--- src/hw/rtl/alu16_pkg.sv ---
// ----------------------------------------------------------------------------
// alu16_pkg
// Types, opcodes and constants shared by the 16-bit CPU execute ALU.
// ----------------------------------------------------------------------------
package alu16_pkg;

	typedef enum logic [4:0] {
		OP_NOP = 5'h00,
		OP_SET = 5'h01,
		OP_ADD = 5'h02,
		OP_SUB = 5'h03,
		OP_MUL = 5'h04,
		OP_MLI = 5'h05,
		OP_DIV = 5'h06,
		OP_DVI = 5'h07,
		OP_MOD = 5'h08,
		OP_MDI = 5'h09,
		OP_AND = 5'h0A,
		OP_BOR = 5'h0B,
		OP_XOR = 5'h0C,
		OP_SHR = 5'h0D,
		OP_ASR = 5'h0E,
		OP_SHL = 5'h0F,
		OP_IFB = 5'h10,
		OP_IFC = 5'h11,
		OP_IFE = 5'h12,
		OP_IFN = 5'h13,
		OP_IFG = 5'h14,
		OP_IFA = 5'h15,
		OP_IFL = 5'h16,
		OP_IFU = 5'h17,
		OP_ADX = 5'h1A,
		OP_SBX = 5'h1B,
		OP_STI = 5'h1E,
		OP_STD = 5'h1F
	} op_t;

	localparam logic [1:0] STEP_NONE = 2'd0;
	localparam logic [1:0] STEP_INC  = 2'd1;
	localparam logic [1:0] STEP_DEC  = 2'd2;

	localparam logic [5:0]  SHIFT_CAP = 6'd32;
	localparam logic [31:0] SPAN16    = 32'h0001_0000;

	// divider: 32 quotient bits, 4 per stage
	localparam int DIV_STAGES = 8;
	localparam int DIV_STEPS  = 4;
	localparam int MOD_STAGE  = 4;

	typedef struct packed {
		logic [4:0]  command;
		logic [15:0] b_value;
		logic [15:0] a_value;
		logic [15:0] ex_in;
	} alu_req_t;

	typedef struct packed {
		logic [15:0] result;
		logic        write_back;
		logic [15:0] ex_out;
		logic        ex_written;
		logic        is_test;
		logic        test_true;
		logic [1:0]  index_step;
	} alu_rsp_t;

	typedef struct packed {
		logic [4:0]  op;
		logic [15:0] b;
		logic [15:0] a;
		logic [15:0] ex;
		logic [15:0] am;
		logic [15:0] dvd;
		logic        negq;
		logic        negr;
		logic [15:0] rem;
		logic [31:0] q;
		logic [15:0] rmod;
		logic [31:0] prod;
		logic [15:0] res;
		logic [15:0] exo;
		logic        wb;
		logic        exw;
		logic        tst;
		logic        tt;
		logic [1:0]  step;
	} pipe_t;

endpackage

--- src/hw/rtl/sixteen_bit_cpu_alu_with_excess.sv ---
// ----------------------------------------------------------------------------
// sixteen_bit_cpu_alu_with_excess
// Execute ALU for the basic two-operand opcodes of a 16-bit CPU.
// ----------------------------------------------------------------------------
// Request channel (req_valid / req_stall / req) carries opcode, b, a and the
// current EX. Response channel (rsp_valid / rsp_stall / rsp) carries result,
// write-back flag, new EX and its flag, IF outcome and the I/J step code.
// The pipeline has one input register, eight divider stages of four
// restoring steps each, and the output register. The 32-step divider sets
// the depth; every opcode rides the same pipeline so order is kept.
// Throughput is one request per cycle while the response is not stalled.
// A stalled response freezes the whole pipeline; req_stall is high exactly
// while a valid response is held by rsp_stall. Nothing is lost or repeated.
// Reset clears all valid bits; the pipeline is empty afterwards.
// ----------------------------------------------------------------------------
module sixteen_bit_cpu_alu_with_excess (
	input  logic                clk,
	input  logic                arst_n,
	input  logic                req_valid,
	output logic                req_stall,
	input  alu16_pkg::alu_req_t req,
	output logic                rsp_valid,
	input  logic                rsp_stall,
	output alu16_pkg::alu_rsp_t rsp
);
	import alu16_pkg::*;

	logic     en;
	pipe_t    p_s [0:DIV_STAGES];
	logic     v_s [0:DIV_STAGES];
	pipe_t    nx  [1:DIV_STAGES];
	pipe_t    in_nx;
	alu_rsp_t rsp_nx;
	alu_rsp_t rsp_q;
	logic     rsp_v_q;

	assign en        = !(rsp_v_q && rsp_stall);
	assign req_stall = !en;
	assign rsp_valid = rsp_v_q;
	assign rsp       = rsp_q;

	// input stage: operand magnitudes for the signed divide
	always_comb begin
		logic sgn;
		sgn = (req.command == OP_DVI) || (req.command == OP_MDI);
		in_nx      = '0;
		in_nx.op   = req.command;
		in_nx.b    = req.b_value;
		in_nx.a    = req.a_value;
		in_nx.ex   = req.ex_in;
		in_nx.dvd  = (sgn && req.b_value[15]) ? 16'(-req.b_value) : req.b_value;
		in_nx.am   = (sgn && req.a_value[15]) ? 16'(-req.a_value) : req.a_value;
		in_nx.negq = sgn && (req.b_value[15] ^ req.a_value[15]);
		in_nx.negr = sgn && req.b_value[15];
	end

	always_comb begin
		logic [16:0] rem17;
		logic [31:0] t32;
		logic [47:0] t48;
		logic [17:0] t18;
		logic [5:0]  sh;
		logic signed [33:0] pr;
		pipe_t c;
		rem17 = '0;
		t32 = '0; t48 = '0; t18 = '0;
		sh = '0;
		pr = '0;
		for (int k = 1; k <= DIV_STAGES; k++) begin
			c = p_s[k-1];
			for (int j = 0; j < DIV_STEPS; j++) begin
				rem17 = {c.rem, c.dvd[15]};
				c.dvd = {c.dvd[14:0], 1'b0};
				if (rem17 >= {1'b0, c.am}) begin
					rem17 = rem17 - {1'b0, c.am};
					c.q   = {c.q[30:0], 1'b1};
				end else begin
					c.q   = {c.q[30:0], 1'b0};
				end
				c.rem = rem17[15:0];
			end
			if (k == MOD_STAGE) begin
				c.rmod = c.rem;
			end
			if (k == 1) begin
				sh  = (c.a > 16'(SHIFT_CAP)) ? SHIFT_CAP : c.a[5:0];
				pr  = $signed({(c.op == OP_MLI) && c.b[15], c.b}) *
				      $signed({(c.op == OP_MLI) && c.a[15], c.a});
				c.prod = pr[31:0];
				c.res = '0; c.exo = c.ex; c.wb = 1'b0; c.exw = 1'b0;
				c.tst = 1'b0; c.tt = 1'b0; c.step = STEP_NONE;
				t32 = '0; t48 = '0; t18 = '0;
				case (c.op)
					OP_SET: begin c.res = c.a; c.wb = 1'b1; end
					OP_ADD: begin
						t32 = {16'd0, c.b} + {16'd0, c.a};
						c.res = t32[15:0]; c.exo = t32[31:16]; c.wb = 1'b1; c.exw = 1'b1;
					end
					OP_SUB: begin
						t32 = {16'd0, c.b} - {16'd0, c.a};
						c.res = t32[15:0]; c.exo = t32[31:16]; c.wb = 1'b1; c.exw = 1'b1;
					end
					OP_MUL, OP_MLI, OP_DIV, OP_DVI: begin c.wb = 1'b1; c.exw = 1'b1; end
					OP_MOD, OP_MDI: c.wb = 1'b1;
					OP_AND: begin c.res = c.b & c.a; c.wb = 1'b1; end
					OP_BOR: begin c.res = c.b | c.a; c.wb = 1'b1; end
					OP_XOR: begin c.res = c.b ^ c.a; c.wb = 1'b1; end
					OP_SHR: begin
						t32 = {c.b, 16'd0} >> sh;
						c.res = t32[31:16]; c.exo = t32[15:0]; c.wb = 1'b1; c.exw = 1'b1;
					end
					OP_ASR: begin
						t32 = 32'($signed({c.b, 16'd0}) >>> sh);
						c.res = t32[31:16]; c.exo = t32[15:0]; c.wb = 1'b1; c.exw = 1'b1;
					end
					OP_SHL: begin
						t48 = {32'd0, c.b} << sh;
						c.res = t48[15:0]; c.exo = t48[31:16]; c.wb = 1'b1; c.exw = 1'b1;
					end
					OP_IFB: begin c.tst = 1'b1; c.tt = (c.b & c.a) != 16'd0; end
					OP_IFC: begin c.tst = 1'b1; c.tt = (c.b & c.a) == 16'd0; end
					OP_IFE: begin c.tst = 1'b1; c.tt = c.b == c.a; end
					OP_IFN: begin c.tst = 1'b1; c.tt = c.b != c.a; end
					OP_IFG: begin c.tst = 1'b1; c.tt = c.b > c.a; end
					OP_IFA: begin c.tst = 1'b1; c.tt = $signed(c.b) > $signed(c.a); end
					OP_IFL: begin c.tst = 1'b1; c.tt = c.b < c.a; end
					OP_IFU: begin c.tst = 1'b1; c.tt = $signed(c.b) < $signed(c.a); end
					OP_ADX: begin
						t18 = {2'd0, c.b} + {2'd0, c.a} + {2'd0, c.ex};
						c.res = t18[15:0]; c.exo = {14'd0, t18[17:16]};
						c.wb = 1'b1; c.exw = 1'b1;
					end
					OP_SBX: begin
						t32 = {16'd0, c.b} - {16'd0, c.a} -
						      ((c.ex != 16'd0) ? (SPAN16 - {16'd0, c.ex}) : 32'd0);
						c.res = t32[15:0]; c.exo = t32[31:16]; c.wb = 1'b1; c.exw = 1'b1;
					end
					OP_STI: begin c.res = c.a; c.wb = 1'b1; c.step = STEP_INC; end
					OP_STD: begin c.res = c.a; c.wb = 1'b1; c.step = STEP_DEC; end
					default: ;
				endcase
			end
			nx[k] = c;
		end
	end

	// final select: product and divider results
	always_comb begin
		pipe_t f;
		logic [31:0] qs;
		logic [15:0] qh;
		logic        dz;
		f  = p_s[DIV_STAGES];
		dz = (f.am == 16'd0);
		qs = f.negq ? 32'(-f.q) : f.q;
		qh = f.negq ? 16'(-f.q[31:16]) : f.q[31:16];
		rsp_nx.result     = f.res;
		rsp_nx.ex_out     = f.exo;
		rsp_nx.write_back = f.wb;
		rsp_nx.ex_written = f.exw;
		rsp_nx.is_test    = f.tst;
		rsp_nx.test_true  = f.tt;
		rsp_nx.index_step = f.step;
		case (f.op)
			OP_MUL, OP_MLI: begin
				rsp_nx.result = f.prod[15:0];
				rsp_nx.ex_out = f.prod[31:16];
			end
			OP_DIV, OP_DVI: begin
				rsp_nx.result = dz ? 16'd0 : qh;
				rsp_nx.ex_out = dz ? 16'd0 : qs[15:0];
			end
			OP_MOD, OP_MDI: begin
				rsp_nx.result = dz ? 16'd0 : (f.negr ? 16'(-f.rmod) : f.rmod);
			end
			default: ;
		endcase
	end

	always_ff @(posedge clk or negedge arst_n) begin
		if (!arst_n) begin
			for (int k = 0; k <= DIV_STAGES; k++) v_s[k] <= 1'b0;
			rsp_v_q <= 1'b0;
		end else if (en) begin
			v_s[0] <= req_valid;
			for (int k = 1; k <= DIV_STAGES; k++) v_s[k] <= v_s[k-1];
			rsp_v_q <= v_s[DIV_STAGES];
		end
	end

	always_ff @(posedge clk) begin
		if (en) begin
			p_s[0] <= in_nx;
			for (int k = 1; k <= DIV_STAGES; k++) p_s[k] <= nx[k];
			rsp_q <= rsp_nx;
		end
	end

	a_stall_cause: assert property (@(posedge clk) disable iff (!arst_n)
		req_stall |-> (rsp_valid && rsp_stall))
		else $error("request stalled without a held response");

	a_no_wb_zero: assert property (@(posedge clk) disable iff (!arst_n)
		(rsp_valid && !rsp.write_back) |-> (rsp.result == 16'd0))
		else $error("result nonzero without write-back");

	a_test_flag: assert property (@(posedge clk) disable iff (!arst_n)
		(rsp_valid && !rsp.is_test) |-> !rsp.test_true)
		else $error("test_true outside an IF opcode");

	a_ex_hold: assert property (@(posedge clk) disable iff (!arst_n)
		(rsp_valid && rsp.is_test) |-> (!rsp.write_back && !rsp.ex_written))
		else $error("IF opcode writes a register");

endmodule

--- config.mk ---
export PLATFORM = sky130hd
export DESIGN_NAME = sixteen_bit_cpu_alu_with_excess
export DESIGN_NICKNAME = d
export VERILOG_FILES = /design/src/hw/rtl/alu16_pkg.sv /design/src/hw/rtl/sixteen_bit_cpu_alu_with_excess.sv
export SDC_FILE = /design/constraint.sdc
export NUM_CORES = 2
export LEC_CHECK = 0
export BUFFER_PORTS_ARGS = -buffer_cell sky130_fd_sc_hd__buf_4
export CAP_MARGIN = 10
export CORE_MARGIN = 2
export CORE_UTILIZATION = 65
export CTS_CLUSTER_DIAMETER = 100
export CTS_CLUSTER_SIZE = 16
export DETAILED_ROUTE_END_ITERATION = 6
export PLACE_DENSITY = 0.87
export SLEW_MARGIN = 40
export SYNTH_ARGS = -nofsm -noshare
export SYNTH_HDL_FRONTEND = slang
export SYNTH_SLANG_ARGS = --single-unit
--- constraint.sdc ---
create_clock -name clk -period 88.3 [get_ports clk]
set_input_delay 22.075 -clock clk [delete_from_list [all_inputs] [get_ports clk]]
set_output_delay 22.075 -clock clk [all_outputs]
set_load 0.01 [all_outputs]
* Word level (Yosys, flattened, before mapping) *
Memories as Yosys holds them, arrays and structs flattened.
Cells that the tools add are included.

storage, ports and cells
  bits in registers = 48
  memory bits (writable) = 1989
  input bits = 57
  output and inout bits = 40
  logic and storage cells = 243
  memories = 1

operators by class
  add/sub/neg operators = 43
  multiply operators = 1
  magnitude comparators = 37
  equal/unequal tests = 37
  shift operators = 3
  multiplexer cells = 83
  bitwise logic cells = 4
  reductions and logical operators = 17

memories
  name  words  bits a word  read ports  clocked after Yosys merged registers in  write ports  RTL line                               text
  p_s   9      221          9           0                                        9            sixteen_bit_cpu_alu_with_excess.sv:29  pipe_t p_s [0:DIV_STAGES];

operator list
  cell                                           count
  2-to-1 mux 16 bit                              40
  >= comparator 17 x 16 -> 1 bit                 32
  subtractor 16 bit                              32
  one-hot mux 16 bit (11 select lines)           1
  one-hot mux 16 bit (7 select lines)            1
  negator 16 bit                                 5
  == test 5 bit, second input constant           12
  == test 5 x 4 -> 1 bit, second input constant  11
  one-hot mux 16 bit (3 select lines)            1
  == test 5 x 3 -> 1 bit, second input constant  9
  2-to-1 mux 1 bit                               35
  adder 16 x 16 -> 17 bit                        2
  greater-than comparator 16 bit                 2
  logical NOT 16 bit                             2
  less-than comparator 16 bit                    2
  multiplier 17 x 17 -> 32 bit                   1
  2-to-1 mux 32 bit                              1
  one-hot mux 16 bit (2 select lines)            1
  nonzero test 16 bit                            2
  left shift 16 x 6 -> 32 bit                    1
  right shift 32 x 6 -> 32 bit                   1
  >>> shifter 32 x 6 -> 32 bit                   1
  subtractor 32 bit                              1
  OR reduction 19 bit                            1
  20 further kinds                               28

* Longest topological paths before layout *
An unclocked memory read counts as a cell.

  depth in word-level cells = 9
  depth in mapped cells = 51
  gate-level depth less buffers = 47

* Least setup slack after synthesis *
OpenSTA, ideal clock, no wires.

  path type = input port to output port
  start point = input port rsp_stall
  end point = output port req_stall
  data arrival time = 57.969 ns
  data required time = 66.225 ns
  slack = 8.256 ns
  cell stages on the path = 3
  path buffers = 1
  cells stage by stage = nand2_1 > clkbuf_1 > inv_1

on the way
  longest elaborated chain between the ends = 1

ends and longest elaborated chain
  item               RTL line                               text
  start, declared    sixteen_bit_cpu_alu_with_excess.sv:23  input logic rsp_stall,
  logical AND 1 bit  sixteen_bit_cpu_alu_with_excess.sv:37  assign en = !(rsp_v_q && rsp_stall);
  end, declared      sixteen_bit_cpu_alu_with_excess.sv:20  output logic req_stall,

No other way between the ends.

* Final worst setup path *
Ends and elaborated chain as after synthesis.

==> impl_metrics.ini <==
[global_route]
grt.total_usage_pct = 38.0
use_met1_pct = 47.4
antenna_violations_before_repair = 10
grt_use_met3_pct = 7.89
grt_remaining_overflow = 0
busiest_layer = met2
grt_util_met2_pct = 61.0
grt_start_max_net_pins = 112
first_global_vias = 62873
first_pass_grt_wire_length_mm = 378

[synthesis]
synth.ff_latch_count = 1213
post_synth_num_cell_types = 100
synth_compound_area_share_pct = 14.0
ys_warn_count = 0
post_synth_fa_ha_maj_area_fraction_pct = 17.4
post_synth_and_or_nand_nor_area_fraction_pct = 11.1
synth_top_family_by_area = adder cells
post_synth_inst_count = 7684
number_of_enable_type_register_cells_in_the_synthesized_netlist = 1203
synth-seq-area-share_pct = 43.4
synthMuxAreaShare_pct = 4.80
syn_area_per_cell_sq_um = 10.9
synth_top_flop_cell = edfxtp_1
synth_async_sr_flop_share_pct = 0.824
mappedNetlistArea_sq_um = 83900
synth_fp_nets = 8715
synth_xor_xnor_area_share_pct = 5.41

[floorplan]
die_height_microns = 363
floorplan.io_pins = 97
core_area_sq_um = 128000
die_x_microns = 363
rows = 131
start_util_pct = 65.6
die_area_sq_um = 132000

[placed_design]
numPortBuffers = 96
dp_hpwl_mm = 185
worst_slack_at_placement_ps = 42930
place_inst = 9320
place.gp.congestion = 1.02

[worst_setup_path]
start_kind = input pin
r2r_slack_ps = 74550
path_buf_inv = 3
worst-path-max-fanout = 71
critical-path-max-stage-delay_ps = 400
cp.required_ps = 66220
path_cells = buf_4 -> nand2_8 -> inv_1 -> buf_4
path_common_cell = buf_4
critPathKind = input pin to output port
critPathCaptureType = output port
crit_path_dat_ps = 22990
crit_family = buffers and inverters
cell_at_the_slowest_stage_of_the_critical_path = nand2_8

[finish]
layout.cells.non_filler = 9446
mostFrequentLayoutCells = edfxtp_1, ha_1, inv_1
layout.cells.most_common = edfxtp_1
area_delta_synth_final_pct = 6.57
final_nets = 8782
drive_gt1_share_pct = 8.71

[routing]
drt_pre_antenna_iters = 7
remaining_drc_errors = 23
dr.first_iter.drc_count = 7649
avgViaCountPerCell = 6.75
wl_per_cell_microns = 26.7
wire_length_reported_by_the_detailed_router_mm = 252
dr_total_vias = 63805
final_antenna_net_count = 0

[clock_tree]
clock-sinks = 1213
post-cts-setup-buffers = 0
cts_tree = done
clock_transition_at_the_registers_of_the_reported_paths_ps = 70
number_of_levels_in_the_clock_h_tree = 3
cts_inserted_buffers = 89
clockBufferDepth = 3
clk_root_buffer_cell = clkbuf_16
cts.repair.resized = 0
cts-hold-fix-buffers = 0
worstSkewPairLatency_ps = 740

[status]
failed_checks = DRC
status = finished, violations left

[sta]
worst-slew-pin-transition_ps = 964
rsz0062_at_grt = no
post-route-worst-setup-slack_ps = 43240
final_max_slew_viol_count = 0
final.setup.tns_ps = 0
achievable-frequency_mhz = 22.2
clock-skew-final_ps = 68.5
hold_viol = 0
min_period_ps = 45070
slew_headroom_pct = 35.0
final.period_utilization_pct = 51.0
setup_violations = 0

[min_path]
min-delay-path-class = flip-flop to flip-flop

[flow_run]
max_cap_violations = 0
synthesized netlist by cell type (33+ instances only):
cell,instances,area share [%]
and3_1,54,0.40
nand4_1,67,0.50
ha_1,653,9.7
nand2_1,549,2.5
edfxtp_1,1203,43
or2_2,33,0.25
or3_1,47,0.35
and2_1,48,0.36
o21a_1,90,0.81
a22oi_1,38,0.34
o21bai_1,58,0.52
nor2_1,595,2.7
o21ai_0,363,2.2
nor2b_1,93,0.69
nand3_1,142,0.85
nor3_1,161,0.96
a211oi_1,58,0.52
xor2_1,180,1.9
a21oi_1,484,2.9
o31ai_1,53,0.47
inv_1,622,2.8
mux2_2,257,3.5
a21o_1,187,1.7
clkbuf_1,173,0.77
mux2i_1,82,0.98
o211ai_1,49,0.44
nand2b_1,71,0.53
xnor2_1,338,3.5
fa_1,321,7.7
a31oi_1,59,0.44
nor4_1,51,0.38
worst register-to-register path, delay by kind of cell (launching register included):
| family | cells | cell delay [ps] |
|---|---|---|
| buffers and inverters | 6 | 1990 |
| AOI/OAI and AO/OA | 22 | 4840 |
| and+or+nand+nor | 13 | 3760 |
| muxes | 2 | 840 |
| DFF | 1 | 630 |
| adders and majority gates | 4 | 1390 |
cell families (layout without fill, tap and decap cells):
| logic type | Yosys count | in the layout |
|---|---|---|
| AO/OA/AOI/OAI | 1793 | 1793 |
| XOR/XNOR | 518 | 518 |
| adder cells (fa/ha/maj) | 974 | 974 |
| buffers and inverters | 852 | 950 |
| flip-flops | 1213 | 1213 |
| multiplexers | 353 | 353 |
| other | 0 | 2 |
| AND/OR/NAND/NOR | 1981 | 1981 |
cell type report:
cell class                      instances  area (sq um)
Clock inverter                         18           317
Multi-Input combinational cell       5619         44400
Fill cell                            8772         38500
Antenna cell                            2          5.00
Inverter                              636          2390
Sequential cell                      1213         36400
Tap cell                             1662          2080
Timing Repair Buffer                  192          1550
Clock buffer                          104          2280
metrics by stage:
stage / utilization (%) / area, sq um / hold WS, ps
floorplan: - / 83900 / 400
global placement: 67.7 / 86600 / 401
detailed placement: 67.8 / 86700 / 405
CTS: 69.8 / 89300 / 361
global route: 69.9 / 89400 / 372
finish: 69.9 / 89400 / 365
flip-flops by register name (all words and copies together) (netlist names):
register	flops
p_s	1165
rsp	38
rsp_valid	1
v_s	9
final timing paths:
kind,start,to,depth (start not counted)
max,rsp_stall,req_stall,4
min reg2reg,p_s[0][888]$_DFFE_PN_,p_s[0][1109]$_DFFE_PN_,0
max reg2reg,p_s[0][1037]$_DFFE_PN_,p_s[0][1227]$_DFFE_PN_,47
max in group asynchronous,arst_n,v_s[8]$_DFFE_PN0N_,1
min in group asynchronous,arst_n,v_s[7]$_DFFE_PN0N_,1
min,p_s[0][888]$_DFFE_PN_,p_s[0][1109]$_DFFE_PN_,0
layer usage:
| metal | up-vias | wire length, microns |
|---|---|---|
| met5 | - | 44 |
| met4 | 8 | 19400 |
| met3 | 1099 | 24000 |
| met2 | 3630 | 115000 |
| met1 | 30876 | 93500 |
| li1 | 28192 | - |
Power is not shown: default switching activity piles up to over one toggle a cycle in this logic, so the estimate is an artifact.
